## config.mk

```make
export PLATFORM = sky130hd
export DESIGN_NAME = sm3_hash_engine
export DESIGN_NICKNAME = d
export VERILOG_FILES = /design/src/sm3_pkg.sv /design/src/sm3_datapath.sv /design/src/sm3_ctrl.sv /design/src/sm3_hash_engine.sv
export SDC_FILE = /design/constraint.sdc
export NUM_CORES = 2
export LEC_CHECK = 0
export BUFFER_PORTS_ARGS = -buffer_cell sky130_fd_sc_hd__buf_2
export CAP_MARGIN = 20
export CORE_UTILIZATION = 69
export CTS_CLUSTER_SIZE = 10
export DETAILED_ROUTE_END_ITERATION = 8
export MAX_ROUTING_LAYER = met4
export PLACE_DENSITY = 0.86
export SYNTH_ARGS = -nofsm -noshare
export SYNTH_HDL_FRONTEND = slang
export SYNTH_SLANG_ARGS = --single-unit
```

## constraint.sdc

```tcl
create_clock -name i_clk -period 27.6 [get_ports i_clk]
set_input_delay 6.9 -clock i_clk [delete_from_list [all_inputs] [get_ports i_clk]]
set_output_delay 6.9 -clock i_clk [all_outputs]
set_load 0.005 [all_outputs]
```

## src/sm3_pkg.sv

```systemverilog
`timescale 1ns / 1ps
package sm3_pkg;

    typedef struct packed {
        logic [31:0] message_word;
        logic [2:0]  byte_count;
        logic        last;
    } t_in_req;

    typedef struct packed {
        logic [31:0] digest_word;
        logic [2:0]  word_index;
        logic        last_word;
    } t_out_req;

    typedef enum logic [2:0] {
        ST_IDLE,
        ST_COMP,
        ST_FOLD,
        ST_PAD,
        ST_EMIT
    } t_state;

    // word sources for the block buffer
    typedef enum logic [1:0] {
        SRC_INPUT,
        SRC_ZERO,
        SRC_LEN_HI,
        SRC_LEN_LO
    } t_src;

    // controller to datapath
    typedef struct packed {
        logic       push;       // write one word into the block
        t_src       src;
        logic       add_len;    // accumulate input length
        logic       pad_last;   // input word is the last one
        logic       extra_pad;  // push 0x80000000
        logic       comp_start; // load round regs from chaining value
        logic       comp_round; // run one round
        logic       comp_fold;  // fold round regs into chaining value
        logic       reset_msg;  // reload iv and clear length
    } t_ctrl;

    localparam logic [31:0] T_LO = 32'h79cc4519;
    localparam logic [31:0] T_HI = 32'h7a879d8a;
    localparam logic [255:0] IV = {32'h7380166f, 32'h4914b2b9, 32'h172442d7, 32'hda8a0600,
                                   32'ha96f30bc, 32'h163138aa, 32'he38dee4d, 32'hb0fb0e4e};
    localparam logic [31:0] PAD_WORD = 32'h80000000;
    localparam logic [7:0]  PAD_BYTE = 8'h80;

    function automatic logic [31:0] rotl(input logic [31:0] x, input logic [4:0] n);
        logic [63:0] d;
        d = {x, x} << n;
        return d[63:32];
    endfunction

endpackage

```

## src/sm3_datapath.sv

```systemverilog
`timescale 1ns / 1ps
module sm3_datapath
    import sm3_pkg::*;
(
    input  logic        i_clk,
    input  logic        i_rst_n,
    input  t_ctrl       i_ctrl,
    input  t_in_req     i_req,
    input  logic [2:0]  i_dig_sel,
    output logic [3:0]  o_pos,
    output logic        o_block_full,
    output logic [31:0] o_dig_word
);

    logic [31:0]  r_w [16];
    logic [31:0]  r_reg [8];
    logic [255:0] r_cv;
    logic [63:0]  r_bits;
    logic [3:0]   r_pos;
    logic [5:0]   r_rnd;
    logic         r_full;

    logic [2:0]  cnt;
    logic [31:0] mask, pword, wr_data, w_new, t_rot, a12, ss1, ss2, ff, gg, tt1, tt2;
    logic [31:0] x16;

    // clamp count, mask and pad the last word; other words pass whole; then select the word source
    always_comb begin
        cnt = (i_req.byte_count > 3'd4) ? 3'd4 : i_req.byte_count;
        mask = ~(32'hffffffff >> {cnt, 3'b000});
        if (cnt == 3'd4 || !i_ctrl.pad_last) mask = 32'hffffffff;
        pword = i_req.message_word & mask;
        if (i_ctrl.pad_last && cnt != 3'd4)
            pword = pword | ({PAD_BYTE, 24'h0} >> {cnt, 3'b000});
        unique case (i_ctrl.src)
            SRC_INPUT:  wr_data = i_ctrl.extra_pad ? PAD_WORD : pword;
            SRC_ZERO:   wr_data = '0;
            SRC_LEN_HI: wr_data = r_bits[63:32];
            SRC_LEN_LO: wr_data = r_bits[31:0];
            default:    wr_data = '0;
        endcase
    end

    // round logic, window holds w[k..k+15]
    always_comb begin
        x16 = r_w[0] ^ r_w[7] ^ rotl(r_w[13], 5'd15);
        w_new = x16 ^ rotl(x16, 5'd15) ^ rotl(x16, 5'd23) ^ rotl(r_w[3], 5'd7) ^ r_w[10];
        t_rot = rotl((r_rnd < 6'd16) ? T_LO : T_HI, r_rnd[4:0]);
        a12 = rotl(r_reg[0], 5'd12);
        ss1 = rotl(a12 + r_reg[4] + t_rot, 5'd7);
        ss2 = ss1 ^ a12;
        if (r_rnd < 6'd16) begin
            ff = r_reg[0] ^ r_reg[1] ^ r_reg[2];
            gg = r_reg[4] ^ r_reg[5] ^ r_reg[6];
        end else begin
            ff = (r_reg[0] & r_reg[1]) | (r_reg[0] & r_reg[2]) | (r_reg[1] & r_reg[2]);
            gg = (r_reg[4] & r_reg[5]) | (~r_reg[4] & r_reg[6]);
        end
        tt1 = ff + r_reg[3] + ss2 + (r_w[0] ^ r_w[4]);
        tt2 = gg + r_reg[7] + ss1 + r_w[0];
    end

    // control state of datapath
    always_ff @(posedge i_clk) begin
        if (!i_rst_n) begin
            r_cv   <= IV;
            r_bits <= '0;
            r_pos  <= '0;
            r_full <= 1'b0;
            r_rnd  <= '0;
        end else begin
            r_full <= 1'b0;
            if (i_ctrl.add_len)
                r_bits <= r_bits + (i_ctrl.pad_last ? {58'd0, cnt, 3'b000} : 64'd32);
            if (i_ctrl.push) begin
                r_pos <= r_pos + 4'd1;
                r_full <= (r_pos == 4'd15);
            end
            if (i_ctrl.comp_start) r_rnd <= '0;
            else if (i_ctrl.comp_round) r_rnd <= r_rnd + 6'd1;
            if (i_ctrl.comp_fold)
                r_cv <= r_cv ^ {r_reg[0], r_reg[1], r_reg[2], r_reg[3],
                                r_reg[4], r_reg[5], r_reg[6], r_reg[7]};
            if (i_ctrl.reset_msg) begin
                r_cv   <= IV;
                r_bits <= '0;
                r_pos  <= '0;
            end
        end
    end

    // message window and working registers
    always_ff @(posedge i_clk) begin
        if (i_ctrl.push)
            r_w[r_pos] <= wr_data;
        if (i_ctrl.comp_start) begin
            for (int i = 0; i < 8; i++)
                r_reg[i] <= r_cv[255 - 32*i -: 32];
        end else if (i_ctrl.comp_round) begin
            for (int i = 0; i < 15; i++)
                r_w[i] <= r_w[i+1];
            r_w[15] <= w_new;
            r_reg[3] <= r_reg[2];
            r_reg[2] <= rotl(r_reg[1], 5'd9);
            r_reg[1] <= r_reg[0];
            r_reg[0] <= tt1;
            r_reg[7] <= r_reg[6];
            r_reg[6] <= rotl(r_reg[5], 5'd19);
            r_reg[5] <= r_reg[4];
            r_reg[4] <= tt2 ^ rotl(tt2, 5'd9) ^ rotl(tt2, 5'd17);
        end
    end

    assign o_pos = r_pos;
    assign o_block_full = r_full;
    assign o_dig_word = r_cv[255 - {i_dig_sel, 5'd0} -: 32];

endmodule

```

## src/sm3_ctrl.sv

```systemverilog
`timescale 1ns / 1ps
module sm3_ctrl
    import sm3_pkg::*;
(
    input  logic       i_clk,
    input  logic       i_rst_n,
    input  logic       i_valid,
    input  t_in_req    i_req,
    output logic       o_ready,
    input  logic [3:0] i_pos,
    input  logic       i_block_full,
    input  logic       i_out_ready,
    output logic       o_out_valid,
    output logic [2:0] o_dig_sel,
    output t_ctrl      o_ctrl
);

    t_state     r_state, n_state;
    logic [5:0] r_cnt, n_cnt;
    logic       r_fin, n_fin;     // message ended, pad after this block
    logic       r_xpad, n_xpad;   // 0x80 word still owed
    logic       r_hi, n_hi;       // high length word written, low one next
    logic       r_done, n_done;   // length words are in the current block
    logic [2:0] r_sel, n_sel;

    always_ff @(posedge i_clk) begin
        if (!i_rst_n) begin
            r_state <= ST_IDLE;
            r_cnt   <= '0;
            r_fin   <= 1'b0;
            r_xpad  <= 1'b0;
            r_hi    <= 1'b0;
            r_done  <= 1'b0;
            r_sel   <= '0;
        end else begin
            r_state <= n_state;
            r_cnt   <= n_cnt;
            r_fin   <= n_fin;
            r_xpad  <= n_xpad;
            r_hi    <= n_hi;
            r_done  <= n_done;
            r_sel   <= n_sel;
        end
    end

    always_comb begin
        n_state = r_state;
        n_cnt = r_cnt;
        n_fin = r_fin;
        n_xpad = r_xpad;
        n_hi = r_hi;
        n_done = r_done;
        n_sel = r_sel;
        o_ctrl = '0;
        o_ctrl.src = SRC_INPUT;
        o_ready = 1'b0;
        o_out_valid = 1'b0;
        unique case (r_state)
            ST_IDLE: begin
                if (i_block_full) begin
                    o_ctrl.comp_start = 1'b1;
                    n_cnt = '0;
                    n_state = ST_COMP;
                end else begin
                    o_ready = 1'b1;
                    if (i_valid) begin
                        o_ctrl.push = 1'b1;
                        o_ctrl.add_len = 1'b1;
                        o_ctrl.pad_last = i_req.last;
                        if (i_req.last) begin
                            n_fin = 1'b1;
                            n_xpad = (i_req.byte_count >= 3'd4);
                            n_state = ST_PAD;
                        end
                    end
                end
            end
            ST_COMP: begin
                o_ctrl.comp_round = 1'b1;
                n_cnt = r_cnt + 6'd1;
                if (r_cnt == 6'd63) n_state = ST_FOLD;
            end
            ST_FOLD: begin
                // fold, then emit, keep padding or take more input
                o_ctrl.comp_fold = 1'b1;
                if (r_done) begin
                    n_state = ST_EMIT;
                    n_sel = '0;
                    n_fin = 1'b0;
                    n_done = 1'b0;
                end else if (r_fin) begin
                    n_state = ST_PAD;
                end else begin
                    n_state = ST_IDLE;
                end
            end
            ST_PAD: begin
                // compress a full block first, then 0x80 word, zeros, length
                if (i_block_full) begin
                    o_ctrl.comp_start = 1'b1;
                    n_cnt = '0;
                    n_state = ST_COMP;
                end else if (r_xpad) begin
                    o_ctrl.push = 1'b1;
                    o_ctrl.extra_pad = 1'b1;
                    n_xpad = 1'b0;
                end else if (i_pos == 4'd14) begin
                    o_ctrl.push = 1'b1;
                    o_ctrl.src = SRC_LEN_HI;
                    n_hi = 1'b1;
                end else if (r_hi) begin
                    o_ctrl.push = 1'b1;
                    o_ctrl.src = SRC_LEN_LO;
                    n_hi = 1'b0;
                    n_done = 1'b1;
                end else begin
                    o_ctrl.push = 1'b1;
                    o_ctrl.src = SRC_ZERO;
                end
            end
            ST_EMIT: begin
                o_out_valid = 1'b1;
                if (i_out_ready) begin
                    n_sel = r_sel + 3'd1;
                    if (r_sel == 3'd7) begin
                        o_ctrl.reset_msg = 1'b1;
                        n_state = ST_IDLE;
                    end
                end
            end
            default: n_state = ST_IDLE;
        endcase
    end

    assign o_dig_sel = r_sel;

endmodule

```

## src/sm3_hash_engine.sv

```systemverilog
`timescale 1ns / 1ps
// channel  | valid       | ready       | payload
// request  | i_in_valid  | o_in_ready  | i_in_req
// result   | o_out_valid | i_out_ready | o_out_req
// a full block is compressed in steps: one load, 64 rounds in the single round unit, one fold
// a non-last word is taken only in the idle state; compressing a full block holds off further words
// the last word adds padding words one a cycle, except while a full block compresses, then eight digest words, one per
// accepted result request
// synchronous active-low reset restores the initial value and clears length
// input is refused while a block compresses, padding runs or the digest is being sent
module sm3_hash_engine
    import sm3_pkg::*;
(
    input  logic     i_clk,
    input  logic     i_rst_n,
    input  logic     i_in_valid,
    output logic     o_in_ready,
    input  t_in_req  i_in_req,
    output logic     o_out_valid,
    input  logic     i_out_ready,
    output t_out_req o_out_req
);

    t_ctrl       ctrl;
    logic [3:0]  pos;
    logic        full;
    logic [2:0]  sel;
    logic [31:0] dword;

    sm3_ctrl u_ctrl (
        .i_clk, .i_rst_n,
        .i_valid(i_in_valid), .i_req(i_in_req), .o_ready(o_in_ready),
        .i_pos(pos), .i_block_full(full),
        .i_out_ready, .o_out_valid, .o_dig_sel(sel), .o_ctrl(ctrl)
    );

    sm3_datapath u_dp (
        .i_clk, .i_rst_n, .i_ctrl(ctrl), .i_req(i_in_req), .i_dig_sel(sel),
        .o_pos(pos), .o_block_full(full), .o_dig_word(dword)
    );

    assign o_out_req.digest_word = dword;
    assign o_out_req.word_index  = sel;
    assign o_out_req.last_word   = (sel == 3'd7);

endmodule
```

==> impl_results.md <==
- Dpl hpwl: 139400 µm
- Port buffer count: 77
- Vias per inst: 6.557
- Placer Congestion: 1.052
- Startpoint types: flop
- Fraction of registers with async set/reset: 0%
- Final Util: 76.45%
- Fin. max-slew vios: 0
- Row count: 108
- FILL cells: 5514
- Yosys reg bits: 1112
- Die ar.: 89990 µm²
- Total Nets Final: 6121
- Max reg flops: 512
- Syn Nets: 6141
- Gr usage total: 46.34%
- Vias in the first global route: 45022
- CP max FO: 45
- Post-CTS Setup Inserts: 0
- Rel. slew slack: 1.966%
- Clock skew: 0.07104 ns
- Core Footprint: 87290 µm²
- Highest metal used: met4
- Failing checks: design-rule violations
- Iteration-0 DRC Markers: 6177
- Initial Utilization: 70.18%
- Setup CP Type: flop to flop
- Vias: 46065
- WL met1: 69050 µm
- Clk_lat worst skew: 0.78 ns
- Sequential fraction of the synthesis area: 48.88%
- Synth Warn #: 0
- Synth Area per Inst: 10.56 µm²
- Post-DR wirelength/cell: 28.59 µm
- Status: finished, violations left
- Multi-input logic area: 29130 µm²
- Met2 WL post-DR: 93540 µm
- WP data arrival: 11.74 ns
- Layout cells sized above 1: 7.691%
- Post-synth cell types: 73
- Worst hold slack: 0.4673 ns
- Max Buffers Root-to-Sink: 3
- Ys flop type: edfxtp_1
- Final WL: 200900 µm
- Largest net degree at the start of global routing: 206
- Antenna violations before repair: 8
- Post-CTS Hold Fix Bufs: 0
- FF/Latch Area: 29960 µm²
- Die Span X: 300.0 µm
- Clk root buf: clkbuf_16
- Commonest non-fill, non-tap cell in the layout: nand2_1
- Mapped Cells: 5804
- Tcrit/Tclk final: 40.72%
- Final hold violations: 0
- RSZ-0062 raised after global routing: no
- Post-synth EDFFs: 768
- DP Cell Count: 6800
- Least-Margin Pin Slew: 1.471 ns
- Setup TNS Final: 0 ns
- CP Capture Type: flop
- Maxcap violations: 0
- Layout area overhead: 8.929%
- Final setup violation count: 0
- Remaining Overflow, GRT: 0
- Post-DRT Antenna Nets: 0
- Global-route wire length before repair: 292500 µm
- R2R cell count: 36
- Commonest non-fill, non-tap cells in the layout: 1120 x nand2_1, 768 x edfxtp_1, 436 x xor2_1, 344 x inv_1, 339 x dfxtp_1
- Min Tclk post-route: 11.24 ns
- CTS sink count: 1112
- Final Non-Filler Cells: 7025
- Netlist Area Pre-Place: 61270 µm²
- CTS tree: done
- Cells on Worst Hold Path: 2
- Cts bufs inserted: 132
- Vert. Die Dim: 300.0 µm
- Reg clk slew, reported paths: 0.06 ns
- First-pass DRT Iterations: 9
- DRC errors left: 1
- Slowest cell on crit path: a31oi_1
- Critical path required time: 28.10 ns
- HP Class: flop to flop
- Routed wl met3: 20010 µm
- Worst path max stage delay: 0.75 ns
- Number of H-tree levels: 4
- Top Ports: 78
- Resized cells post-CTS: 0
- Achievable Freq: 0.08898 GHz
synthesized netlist by cell type, drive strengths merged, types with 29 or more instances:
cell    count  area, µm²
nor3       32      160.2
o21a      296       2222
mux2       48      540.5
mux4       64       1441
nand3      42      210.2
ha        108       1351
nor2      327       1227
o21ai     269       1346
edfxtp    768      23060
nand2    1122       4222
xnor2     311       2724
dfxtp     344       6887
xor2      436       3819
mux2i      77      770.7
a22oi      29      217.7
clkbuf    269       1010
a21oi     150      750.7
inv       346       1299
a31oi      51      319.1
a21o      251       1884
fa        189       3784
metrics by stage:
step	instance area, µm²	setup WS [ns]
2_1_floorplan	61270	17.48
3_3_place_gp	62710	16.92
3_5_place_dp	62730	16.72
4_1_cts	66680	16.68
5_1_grt	66740	15.90
6_report	66740	16.36
cell families after synthesis:
logic type	share of synthesized area [%]
adders and majority gates	8.398
and+or+nand+nor	10.81
DFF	48.88
muxes	4.493
buffers and inverters	3.944
xor gates and xnor gates	10.75
AOI/OAI and AO/OA	12.72
worst max-delay path, delay by kind of cell, from the launching register on:
| kind | cells | cell delay, ns |
|---|---|---|
| multiplexers | 2 | 0.45 |
| buffers and inverters | 3 | 1.09 |
| flip-flops | 1 | 0.39 |
| adder cells (fa/ha/maj) | 7 | 2.87 |
| AO/OA/AOI/OAI | 17 | 4.79 |
| AND/OR/NAND/NOR | 4 | 0.64 |
| XOR/XNOR | 3 | 0.67 |
area by class of cell:
type / instances / area share [%]
multi-input combinational: 4050 / 43.65
timing repair buffer: 141 / 1.378
clock buffer: 196 / 5.372
clock inverter: 18 / 0.5493
tap: 1155 / 2.165
inverter: 347 / 1.967
sequential: 1112 / 44.89
antenna: 6 / 0.02250
final timing paths:
path | start | endpoint | slack, ns
worst max-delay path | u_dp.r_rnd[5] | u_dp.r_reg[0][30] | 16.36
worst min-delay path | u_ctrl.r_fin | u_ctrl.r_fin | 0.47
worst max register to register | u_dp.r_rnd[5] | u_dp.r_reg[0][30] | 16.36
worst min register to register | u_ctrl.r_fin | u_ctrl.r_fin | 0.47
layer usage:
layer / GRT usage, % / vias to the layer above
met5: - / -
li1: - / 19792
met3: 8.888 / 685
met1: 55.02 / 22534
met4: 35.12 / 0
met2: 70.33 / 3054
Power is not shown: default switching activity piles up to over one toggle a cycle in this logic, so the estimate is an artifact.
